`config.mk`:
```
export PLATFORM = sky130hd
export DESIGN_NAME = unicycle_trajectory_rollout
export DESIGN_NICKNAME = d
export VERILOG_FILES = /design/src/rtl/ucr_pkg.sv /design/src/rtl/unicycle_trajectory_rollout.sv
export SDC_FILE = /design/constraint.sdc
export NUM_CORES = 2
export LEC_CHECK = 0
export BUFFER_PORTS_ARGS = -buffer_cell sky130_fd_sc_hd__clkbuf_2
export CORE_MARGIN = 3
export CORE_UTILIZATION = 40
export CTS_BUF_LIST = sky130_fd_sc_hd__clkbuf_8
export CTS_CLUSTER_DIAMETER = 50
export CTS_CLUSTER_SIZE = 25
export DETAILED_ROUTE_END_ITERATION = 16
export GPL_TIMING_DRIVEN = 1
export PLACE_DENSITY = 0.63
export SETUP_SLACK_MARGIN = 0.5
export SYNTH_ARGS = -nofsm -noshare
export SYNTH_HDL_FRONTEND = slang
export SYNTH_SLANG_ARGS = --single-unit
```
`constraint.sdc`:
```
create_clock -name clk_i -period 21 [get_ports clk_i]
set_input_delay 1.05 -clock clk_i [delete_from_list [all_inputs] [get_ports clk_i]]
set_output_delay 1.05 -clock clk_i [all_outputs]
set_load 0.005 [all_outputs]
```
`src/rtl/ucr_pkg.sv`:
```
`timescale 1ns / 1ps
// Shared types, constants and the arctangent table of the unicycle trajectory rollout.
package ucr_pkg;

  localparam int unsigned MaxStepsDef    = 64;
  localparam int unsigned CordicItersDef = 16;

  localparam int unsigned StepCountW = 7;
  localparam int unsigned TimeStepW  = 16;
  localparam int unsigned CfgDataW   = 16;
  localparam int unsigned CfgIdxW    = 1;

  localparam logic [CfgIdxW-1:0] CFG_STEP_COUNT = 1'b0;
  localparam logic [CfgIdxW-1:0] CFG_TIME_STEP  = 1'b1;

  localparam logic [StepCountW-1:0] STEP_COUNT_RST = 7'd10;
  localparam logic [TimeStepW-1:0]  TIME_STEP_RST  = 16'd6554;

  localparam logic signed [32:0] CORDIC_GAIN   = 33'sd652032874;
  localparam logic signed [31:0] RAD_TO_HALF   = 32'sd1335088;

  typedef struct packed {
    logic signed [15:0] linear_velocity;
    logic signed [15:0] angular_velocity;
  } ucr_in_t;

  typedef struct packed {
    logic signed [31:0] pos_x;
    logic signed [31:0] pos_y;
    logic signed [15:0] orient_z;
    logic signed [15:0] orient_w;
    logic               last_pose;
  } ucr_out_t;

  function automatic logic [31:0] ucr_atan(input logic [4:0] idx);
    logic [31:0] r;
    case (idx)
      5'd0:    r = 32'h20000000;
      5'd1:    r = 32'h12E4051E;
      5'd2:    r = 32'h09FB385B;
      5'd3:    r = 32'h051111D4;
      5'd4:    r = 32'h028B0D43;
      5'd5:    r = 32'h0145D7E1;
      5'd6:    r = 32'h00A2F61E;
      5'd7:    r = 32'h00517C55;
      5'd8:    r = 32'h0028BE53;
      5'd9:    r = 32'h00145F2F;
      5'd10:   r = 32'h000A2F98;
      5'd11:   r = 32'h000517CC;
      5'd12:   r = 32'h00028BE6;
      5'd13:   r = 32'h000145F3;
      5'd14:   r = 32'h0000A2FA;
      5'd15:   r = 32'h0000517D;
      5'd16:   r = 32'h000028BE;
      5'd17:   r = 32'h0000145F;
      5'd18:   r = 32'h00000A30;
      5'd19:   r = 32'h00000518;
      5'd20:   r = 32'h0000028C;
      5'd21:   r = 32'h00000146;
      5'd22:   r = 32'h000000A3;
      5'd23:   r = 32'h00000051;
      default: r = 32'h00000000;
    endcase
    return r;
  endfunction

endpackage

```
`src/rtl/unicycle_trajectory_rollout.sv`:
```
`timescale 1ns / 1ps
// Top level of the unicycle trajectory rollout with its sequencer, CORDIC and multiplier.
//
// One input transaction carries a command of linear and angular velocity. The block
// rolls a pose out from the origin and delivers min(step_count, MAX_STEPS) output
// transactions, one pose each, with last_pose set on the final one.
// Both channels use valid and stall; in_stall_o is high while a command is in work.
// Configuration is written through cfg_we_i, cfg_idx_i and cfg_data_i; the user must
// write it only while idle, which the block itself does not enforce. Setup runs the
// states S_MUL_V, S_MUL_W, S_MUL_T and S_CAP_T; each pose then runs S_CMOVE, S_MUL_X,
// S_MUL_Y, S_ADD_Y, S_CQUAT and S_EMIT. The single CORDIC rotator runs one iteration
// per cycle and is used twice per pose, and the single multiplier is used for both
// position axes. Reset clears the sequencer and output valid, and loads step_count 10
// and time_step 6554. When the receiver stalls, the finished pose waits in the output
// register and the sequencer, after computing the next pose, holds in S_EMIT until the
// waiting pose is taken; the next command can be accepted while the final pose still waits.
module unicycle_trajectory_rollout
  import ucr_pkg::*;
#(
  parameter int unsigned MAX_STEPS    = MaxStepsDef,
  parameter int unsigned CORDIC_ITERS = CordicItersDef
) (
  input  logic                clk_i,
  input  logic                rst_ni,
  input  logic                in_valid_i,
  output logic                in_stall_o,
  input  ucr_in_t             in_data_i,
  output logic                out_valid_o,
  input  logic                out_stall_i,
  output ucr_out_t            out_data_o,
  input  logic                cfg_we_i,
  input  logic [CfgIdxW-1:0]  cfg_idx_i,
  input  logic [CfgDataW-1:0] cfg_data_i
);

  localparam int unsigned CntW  = $clog2(MAX_STEPS + 1);
  localparam int unsigned IterW = (CORDIC_ITERS > 1) ? $clog2(CORDIC_ITERS) : 1;

  localparam logic [3:0] S_IDLE  = 4'd0;
  localparam logic [3:0] S_MUL_V = 4'd1;
  localparam logic [3:0] S_MUL_W = 4'd2;
  localparam logic [3:0] S_MUL_T = 4'd3;
  localparam logic [3:0] S_CAP_T = 4'd4;
  localparam logic [3:0] S_CMOVE = 4'd5;
  localparam logic [3:0] S_MUL_X = 4'd6;
  localparam logic [3:0] S_MUL_Y = 4'd7;
  localparam logic [3:0] S_ADD_Y = 4'd8;
  localparam logic [3:0] S_CQUAT = 4'd9;
  localparam logic [3:0] S_EMIT  = 4'd10;

  logic [3:0]            state_q, state_d;
  logic [StepCountW-1:0] step_count_q;
  logic [TimeStepW-1:0]  time_step_q;
  ucr_in_t               cmd_q, cmd_d;
  logic [CntW-1:0]       steps_q, steps_d;
  logic [CntW-1:0]       idx_q, idx_d;
  logic signed [24:0]    step_delta_q, step_delta_d;
  logic [31:0]           turn_delta_q, turn_delta_d;
  logic [31:0]           heading_q, heading_d;
  logic signed [31:0]    acc_x_q, acc_x_d;
  logic signed [31:0]    acc_y_q, acc_y_d;
  logic signed [64:0]    mul_q, mul_d;
  logic signed [32:0]    mul_a;
  logic signed [31:0]    mul_b;

  logic signed [32:0]    cx_q, cx_d, cy_q, cy_d;
  logic signed [33:0]    cz_q, cz_d;
  logic                  flip_q, flip_d;
  logic [IterW-1:0]      iter_q, iter_d;
  logic                  c_start;
  logic [31:0]           c_ang;
  logic [31:0]           c_ang_f;
  logic                  c_flip;
  logic signed [32:0]    xs, ys;
  logic signed [33:0]    c_atan;
  logic                  c_last;
  logic signed [32:0]    cos_v, sin_v;

  logic                  out_valid_q, out_valid_d;
  ucr_out_t              out_data_q, out_data_d;
  logic                  out_free;
  logic                  in_acc;
  logic                  last;
  logic [CntW-1:0]       idx_inc;
  logic signed [33:0]    dxy, sum;
  logic signed [31:0]    sum_sat;
  logic signed [33:0]    z_rnd, w_rnd;
  logic signed [18:0]    z_sh, w_sh;
  logic signed [15:0]    z_q15, w_q15;

  assign in_stall_o  = (state_q != S_IDLE);
  assign in_acc      = in_valid_i && !in_stall_o;
  assign out_valid_o = out_valid_q;
  assign out_data_o  = out_data_q;
  assign out_free    = !out_valid_q || !out_stall_i;
  assign idx_inc     = idx_q + CntW'(1);
  assign last        = (idx_inc == steps_q);

  assign c_last = (iter_q == IterW'(CORDIC_ITERS - 1));
  assign xs     = cx_q >>> iter_q;
  assign ys     = cy_q >>> iter_q;
  assign c_atan = 34'(ucr_atan(5'(iter_q)));
  assign cos_v  = flip_q ? -cx_q : cx_q;
  assign sin_v  = flip_q ? -cy_q : cy_q;

  assign c_flip  = c_ang[31] ^ c_ang[30];
  assign c_ang_f = c_flip ? {~c_ang[31], c_ang[30:0]} : c_ang;

  assign mul_d = 65'(mul_a) * 65'(mul_b);

  assign dxy = 34'(mul_q >>> 30);
  always_comb begin
    if (state_q == S_MUL_Y) begin
      sum = 34'(acc_x_q) + dxy;
    end else begin
      sum = 34'(acc_y_q) + dxy;
    end
    if (sum > 34'sd2147483647) begin
      sum_sat = 32'sh7FFFFFFF;
    end else if (sum < -34'sd2147483648) begin
      sum_sat = 32'sh80000000;
    end else begin
      sum_sat = sum[31:0];
    end
  end

  assign z_rnd = 34'(sin_v) + 34'sd16384;
  assign w_rnd = 34'(cos_v) + 34'sd16384;
  assign z_sh  = 19'(z_rnd >>> 15);
  assign w_sh  = 19'(w_rnd >>> 15);
  always_comb begin
    if (z_sh > 19'sd32767) begin
      z_q15 = 16'sh7FFF;
    end else if (z_sh < -19'sd32768) begin
      z_q15 = 16'sh8000;
    end else begin
      z_q15 = z_sh[15:0];
    end
    if (w_sh > 19'sd32767) begin
      w_q15 = 16'sh7FFF;
    end else if (w_sh < -19'sd32768) begin
      w_q15 = 16'sh8000;
    end else begin
      w_q15 = w_sh[15:0];
    end
  end

  always_comb begin
    state_d      = state_q;
    cmd_d        = cmd_q;
    steps_d      = steps_q;
    idx_d        = idx_q;
    step_delta_d = step_delta_q;
    turn_delta_d = turn_delta_q;
    heading_d    = heading_q;
    acc_x_d      = acc_x_q;
    acc_y_d      = acc_y_q;
    out_valid_d  = out_valid_q && out_stall_i;
    out_data_d   = out_data_q;
    mul_a        = 33'(step_delta_q);
    mul_b        = cos_v[31:0];
    c_start      = 1'b0;
    c_ang        = {heading_q[30:0], 1'b0};

    case (state_q)
      S_IDLE: begin
        if (in_acc) begin
          cmd_d = in_data_i;
          if (step_count_q > StepCountW'(MAX_STEPS)) begin
            steps_d = CntW'(MAX_STEPS);
          end else begin
            steps_d = CntW'(step_count_q);
          end
          state_d = S_MUL_V;
        end
      end
      S_MUL_V: begin
        mul_a   = 33'(cmd_q.linear_velocity);
        mul_b   = 32'(time_step_q);
        state_d = S_MUL_W;
      end
      S_MUL_W: begin
        mul_a        = 33'(cmd_q.angular_velocity);
        mul_b        = 32'(time_step_q);
        step_delta_d = 25'(mul_q >>> 8);
        state_d      = S_MUL_T;
      end
      S_MUL_T: begin
        mul_a   = mul_q[32:0];
        mul_b   = RAD_TO_HALF;
        state_d = S_CAP_T;
      end
      S_CAP_T: begin
        turn_delta_d = mul_q[47:16];
        heading_d    = '0;
        acc_x_d      = '0;
        acc_y_d      = '0;
        idx_d        = '0;
        c_ang        = '0;
        if (steps_q == '0) begin
          state_d = S_IDLE;
        end else begin
          c_start = 1'b1;
          state_d = S_CMOVE;
        end
      end
      S_CMOVE: begin
        if (c_last) begin
          state_d = S_MUL_X;
        end
      end
      S_MUL_X: begin
        state_d = S_MUL_Y;
      end
      S_MUL_Y: begin
        mul_b   = sin_v[31:0];
        acc_x_d = sum_sat;
        state_d = S_ADD_Y;
      end
      S_ADD_Y: begin
        acc_y_d   = sum_sat;
        heading_d = heading_q + turn_delta_q;
        c_ang     = heading_q + turn_delta_q;
        c_start   = 1'b1;
        state_d   = S_CQUAT;
      end
      S_CQUAT: begin
        if (c_last) begin
          state_d = S_EMIT;
        end
      end
      S_EMIT: begin
        if (out_free) begin
          out_valid_d          = 1'b1;
          out_data_d.pos_x     = acc_x_q;
          out_data_d.pos_y     = acc_y_q;
          out_data_d.orient_z  = z_q15;
          out_data_d.orient_w  = w_q15;
          out_data_d.last_pose = last;
          if (last) begin
            state_d = S_IDLE;
          end else begin
            idx_d   = idx_inc;
            c_start = 1'b1;
            state_d = S_CMOVE;
          end
        end
      end
      default: begin
        state_d = S_IDLE;
      end
    endcase
  end

  always_comb begin
    cx_d   = cx_q;
    cy_d   = cy_q;
    cz_d   = cz_q;
    flip_d = flip_q;
    iter_d = iter_q;
    if (c_start) begin
      cx_d   = CORDIC_GAIN;
      cy_d   = '0;
      cz_d   = 34'(signed'(c_ang_f));
      flip_d = c_flip;
      iter_d = '0;
    end else if ((state_q == S_CMOVE) || (state_q == S_CQUAT)) begin
      if (!cz_q[33]) begin
        cx_d = cx_q - ys;
        cy_d = cy_q + xs;
        cz_d = cz_q - c_atan;
      end else begin
        cx_d = cx_q + ys;
        cy_d = cy_q - xs;
        cz_d = cz_q + c_atan;
      end
      if (!c_last) begin
        iter_d = iter_q + IterW'(1);
      end
    end
  end

  always_ff @(posedge clk_i or negedge rst_ni) begin
    if (!rst_ni) begin
      state_q      <= S_IDLE;
      out_valid_q  <= 1'b0;
      step_count_q <= STEP_COUNT_RST;
      time_step_q  <= TIME_STEP_RST;
      iter_q       <= '0;
    end else begin
      state_q     <= state_d;
      out_valid_q <= out_valid_d;
      iter_q      <= iter_d;
      if (cfg_we_i) begin
        case (cfg_idx_i)
          CFG_STEP_COUNT: step_count_q <= cfg_data_i[StepCountW-1:0];
          CFG_TIME_STEP:  time_step_q  <= cfg_data_i[TimeStepW-1:0];
          default: ;
        endcase
      end
    end
  end

  always_ff @(posedge clk_i) begin
    cmd_q        <= cmd_d;
    steps_q      <= steps_d;
    idx_q        <= idx_d;
    step_delta_q <= step_delta_d;
    turn_delta_q <= turn_delta_d;
    heading_q    <= heading_d;
    acc_x_q      <= acc_x_d;
    acc_y_q      <= acc_y_d;
    mul_q        <= mul_d;
    cx_q         <= cx_d;
    cy_q         <= cy_d;
    cz_q         <= cz_d;
    flip_q       <= flip_d;
    out_data_q   <= out_data_d;
  end

`ifndef NO_ASSERTIONS
  a_busy_after_accept: assert property (@(posedge clk_i) disable iff (!rst_ni)
    in_acc |=> in_stall_o)
    else $error("block took a command but did not go busy");

  a_emit_index: assert property (@(posedge clk_i) disable iff (!rst_ni)
    (state_q == S_EMIT) |-> (idx_q < steps_q))
    else $error("pose index ran past the step count");

  a_iter_range: assert property (@(posedge clk_i) disable iff (!rst_ni)
    ((state_q == S_CMOVE) || (state_q == S_CQUAT)) |->
      ({1'b0, iter_q} < (IterW + 1)'(CORDIC_ITERS)))
    else $error("CORDIC iteration counter out of range");

  a_last_ends: assert property (@(posedge clk_i) disable iff (!rst_ni)
    ((state_q == S_EMIT) && out_free && last) |=> (state_q == S_IDLE))
    else $error("sequencer did not finish after the last pose");
`endif

endmodule
```
Yosys cells after proc, flatten, opt, wreduce, memory -nomap -nowiden

Memories as Yosys holds them, arrays and structs flattened.
Cells that the tools add are included.

Register bits: 493
Memory bits (read-only): 480
Input port bits: 54
Memories kept: 1

Add/subtract/negate cells: 15
$mul: 1
Order comparisons: 7
Equality and inequality tests: 18
Shifts and indexed selects: 2
Mux-type cells: 38
Bitwise gates (word level): 3
Reduce and logical (&&, ||, !) cells: 22

Memory list:

| memory          | depth | bits a word | read ports | clocked after memory_dff | write ports | RTL line      | text |
|---|---|---|---|---|---|---|---|
| (no name shown) | 16    | 30          | 1          | 0                        | 0           | ucr_pkg.sv:37 | `case (idx)` |

Operator list:

| cell                   | number |
|---|---|
| $pmux 32 s2            | 4 |
| $mux 34                | 4 |
| $mux 33                | 4 |
| $pmux 33 s3            | 1 |
| $mux 32                | 3 |
| $pmux 32 s3            | 1 |
| $add 32x34->34         | 2 |
| $add 33x16->34 const B | 2 |
| $add 33x33->33         | 2 |
| $neg 33->33            | 2 |
| $sshr 33x4->33         | 2 |
| $sub 33x33->33         | 2 |
| $mul 33x32->64         | 1 |
| $pmux 4 s11            | 1 |
| $gt 19x16->1 const B   | 2 |
| $lt 19x16->1 const B   | 2 |
| $add 34x33->34         | 1 |
| $gt 34x32->1 const B   | 1 |
| $lt 34x32->1 const B   | 1 |
| $sub 34x33->34         | 1 |
| $add 32x32->32         | 1 |
| $mux 16                | 2 |
| $mux 4                 | 7 |
| $eq 4x3->1 const B     | 4 |
| other kinds (26)       | 53 |

Logic depth before layout (Yosys ltp)

Depth in word-level cells: 7
Gate-level depth with buffers: 39

Least setup slack after synthesis

No wires, ideal clock.

Path kind: register to register
Start: register cy_q[1]
End: register mul_q[62]
Data arrival time: 9.440 ns
Data required time: 20.868 ns
Path slack: 11.428 ns
Cell stages (with the launch flop): 37
Clock period less this slack: 9.572 ns
Cells stage by stage: dfxtp_1 inv_1 ha_1 or3b_1 or3_1 buf_2 or3_1 buf_2 o21ai_0 xor2_1 o22a_1 clkbuf_1 clkbuf_1 nor2_1 fa_1 inv_1 fa_1 inv_1 fa_1 fa_1 fa_1 fa_1 fa_1 inv_1 fa_1 inv_1 ha_1 clkbuf_1 nor2b_1 o21ai_0 nand2b_1 a211oi_1 a22oi_1 o21ai_0 o31a_1 o311ai_0 or3b_2

Cells in the longest elaborated chain, start to end: 4

Ends and longest elaborated chain:

| what                   | RTL line                           | text |
|---|---|---|
| start, declared        | unicycle_trajectory_rollout.sv:66  | `logic signed [32:0] cx_q, cx_d, cy_q, cy_d;` |
| start signal, assigned | unicycle_trajectory_rollout.sv:315 | `cy_q <= cy_d;` |
| $neg 33->33            | unicycle_trajectory_rollout.sv:104 | `assign sin_v = flip_q ? -cy_q : cy_q;` |
| $mux 33 (*)            | unicycle_trajectory_rollout.sv:104 |  |
| $pmux 32 s3 (*)        | unicycle_trajectory_rollout.sv:165 | `case (state_q)` |
| $mul 33x32->64 (*)     | unicycle_trajectory_rollout.sv:109 | `assign mul_d = 65'(mul_a) * 65'(mul_b);` |
| net mul_d[62]          | unicycle_trajectory_rollout.sv:62  | `logic signed [64:0] mul_q, mul_d;` |
| end signal, assigned   | unicycle_trajectory_rollout.sv:313 | `mul_q <= mul_d;` |
| end, declared          | unicycle_trajectory_rollout.sv:62  |  |

Mark *: on every way through the listed nets, which the timed path passes. The rest lies on a longest branch.
A chain may end at the register's enable or synchronous reset.

Final worst setup path

Start: register state_q[2]
End: register mul_q[63]

Cells in the longest elaborated chain, start to end: 4
Elaborated cells on any way between the ends: 8
Those cells by class: mul: 1; eq/ne: 4; mux: 2; reduce/logical: 1

Ends and longest elaborated chain:

| what                                     | RTL line                           | text |
|---|---|---|
| start, declared                          | unicycle_trajectory_rollout.sv:51  | `logic [3:0] state_q, state_d;` |
| start signal, assigned                   | unicycle_trajectory_rollout.sv:291 | `state_q <= state_d;` |
| $eq 4x2->1 or $eq 4x1->1 (tied branches) | unicycle_trajectory_rollout.sv:165 |  |
| $reduce_or 2->1 (no line)                | -                                  |  |
| $pmux 32 s3                              | unicycle_trajectory_rollout.sv:165 |  |
| $mul 33x32->64 (*)                       | unicycle_trajectory_rollout.sv:109 |  |
| net mul_d[63]                            | unicycle_trajectory_rollout.sv:62  |  |

Marked as above.

==> impl_metrics.ini <==
[clock_tree]
clkLatencyLatePin_ps = 810
postCtsHoldBufs = 0
post-cts-setup-buffers = 0
clk_pin_slew_ps = 110
numClockSinks = 493
root_buffer = clkbuf_8
numCtsBuffers = 58
cts_max_level = 2
cts_tree = done
cts_max_path_buffers = 3
cts_resized = 0

[floorplan]
io_pins = 153
num_rows = 153
die_w_um = 427
core_area_um2 = 175000
dieHeight_um = 427
dieArea_um2 = 182000
start_util_pct = 40.5

[route]
top_layer = met5
met1Wirelength_um = 88100
drc = 0
ant_nets = 0
wl_met2_um = 106000
drt_wl_total_um = 228000
first_pass_iters = 6
met3WireLength_um = 19000
vias = 56309
via_per_inst = 5.61
wire_per_inst_um = 22.7
drt-initial-drc-count = 5279

[yosys]
postSynthCellCount = 7738
synth-edff-count = 331
syn_nets = 9258
ys_ff_latch = 493
async_flop_share_pct = 6.49
ys_seq_area_share_pct = 18.8
synth_ff_type = edfxtp_1
synth.area.top_cells = fa_1, edfxtp_1, inv_1, ha_1, nand2_1
yosysMostFrequentCell = inv_1
synth_top_area_share_pct = 31.3
ys_top_cells_by_count = inv_1, fa_1, nand2_1, nor2_1, a21oi_1
synth_area_per_cell_um2 = 9.17
ys_types = 96
yosys_warnings = 0
syn-cell-area_um2 = 71000
yosys.area.top_type = fa_1

[setup_path]
r2r-start = state_q[2]$_DFFE_PN0P_
r2r_slack_ps = 9560
ff2ff_path_depth = 26
cp.arrival_ps = 12140
startpoint_type = register
r2r_end = mul_q[63]$_DFF_P_
path_class = register to register
worst_setup_path_end_kind = register
crit_fanout = 47
crit_required_ps = 21700

[sta]
finalHoldViolCount = 0
finalMaxSlewViolations = 0
min_period_ps = 11440
fin_skew_ps = 70.1
fmax_ghz = 0.0874
worstMarginPinSlew_ps = 1330
setup_tns_ps = 0
fin_crit_sh_pct = 54.5
slew_headroom_pct = 11.4
finalSetupViolCount = 0
rsz0062_at_grt = no

[layout]
area_delta_synth_final_pct = 7.16
seqCellArea_um2 = 13400
nets = 9188
fin_area_um2 = 76000
multi_input_area_um2 = 51500
drive_above_1_share_pct = 9.04
n_fill_cell = 17014

[placement]
io_buffers = 152
place_area_um2 = 74400
detailed_place_hpwl_um = 177000
place.gp.congestion = 0.977

[global_route]
antenna_found_initial = 5
gr-total-overflow = 0
grt_pass1_wl_um = 353000
grtUsageTotal_pct = 25.2
grt_max_degree = 75
grt_pass1_vias = 58831

[run]
max_cap_violations = 0

[status]
status = complete, no violations

[hold_path]
hp-class = input port to asynchronous set/reset pin
area by class of cell:
class / count / area share (%)
multi-input combinational: 5561 / 67.8
sequential: 493 / 17.6
inverter: 1248 / 6.16
tap: 2325 / 3.83
timing repair buffer: 306 / 2.52
clock inverter: 52 / 1.10
clock buffer: 58 / 1.05
antenna: 2 / 0.00658
sequential cells by signal, indices dropped and copies added (netlist names), 4 cells and up:
name,cells
time_step_q,16
cx_q,33
cy_q,33
cmd_q,32
mul_q,64
out_data_o,97
cz_q,34
steps_q,7
state_q,4
acc_y_q,32
heading_q,32
step_count_q,7
acc_x_q,32
iter_q,4
turn_delta_q,32
idx_q,7
step_delta_q,25
how the worst max path moves through the flow:
stage          slack [ps]                 to              startpoint
2_1_floorplan       11430  mul_q[62]$_DFF_P_    cy_q[1]$_SDFFE_PP0P_
3_3_place_gp         9990  mul_q[62]$_DFF_P_  state_q[2]$_DFFE_PN0P_
3_5_place_dp         9650  mul_q[62]$_DFF_P_  state_q[2]$_DFFE_PN0P_
4_1_cts              9680  mul_q[62]$_DFF_P_  state_q[2]$_DFFE_PN0P_
5_1_grt              8910  mul_q[62]$_DFF_P_  state_q[2]$_DFFE_PN0P_
6_report             9560  mul_q[63]$_DFF_P_  state_q[2]$_DFFE_PN0P_
metal layers:
layer | GRT usage (%) | up-vias
li1 | - | 24911
met1 | 31.2 | 28327
met2 | 41.4 | 2425
met3 | 4.98 | 642
met4 | 13.5 | 4
met5 | 0 | -
cell usage in the layout (no fill, tap or decap), types with 74 or more instances in the layout:
cell and count:
dfxtp_1 130, ha_1 358, o21ai_0 282, buf_4 154
mux2i_1 86, xnor2_1 216, edfxtp_1 331, inv_1 1244
a21oi_1 358, fa_1 1108, nand2_1 976, clkbuf_2 152
xor2_1 182, nand3_1 95, mux4_2 74, nor2_1 602
a21o_1 133, nor3_1 75
worst max-delay path, cell delays in order, from the launching register on:
cell,delay (ps)
dfrtp_1,660
or2_2,720
nor2_4,90
buf_4,340
nor2_1,920
a21o_1,910
nor2_1,170
ha_1,430
fa_1,530
fa_1,1040
fa_1,560
fa_1,500
fa_1,510
fa_1,540
inv_1,70
fa_1,500
inv_1,40
ha_1,420
nand3_1,120
nor2_1,320
nand3_1,210
a211oi_1,440
o21bai_1,160
a21oi_1,330
nor3_1,180
nor3b_1,230
a2bb2oi_1,310
stage by stage:
step	cells	setup slack, ps	hold slack (ps)	util [%]
4_1_cts	10043	9680	281	43.4
3_5_place_dp	9933	9650	439	42.5
5_1_grt	10045	8910	309	43.4
3_3_place_gp	9933	9990	432	42.5
6_report	10045	9560	321	43.4
2_1_floorplan	7738	11430	408	-
kinds of logic after synthesis:
group / after synthesis / share of synthesized area, %
compound gates: 1299 / 11.6
xor+xnor: 399 / 4.94
fa+ha+maj: 1466 / 37.6
buf+inv: 1684 / 9.04
flops: 493 / 18.8
mux: 217 / 4.47
simple gates: 2180 / 13.5
Power is left out: the tool's default activity adds up to more than one toggle a clock period on the data nets, which glitch-free logic cannot reach.
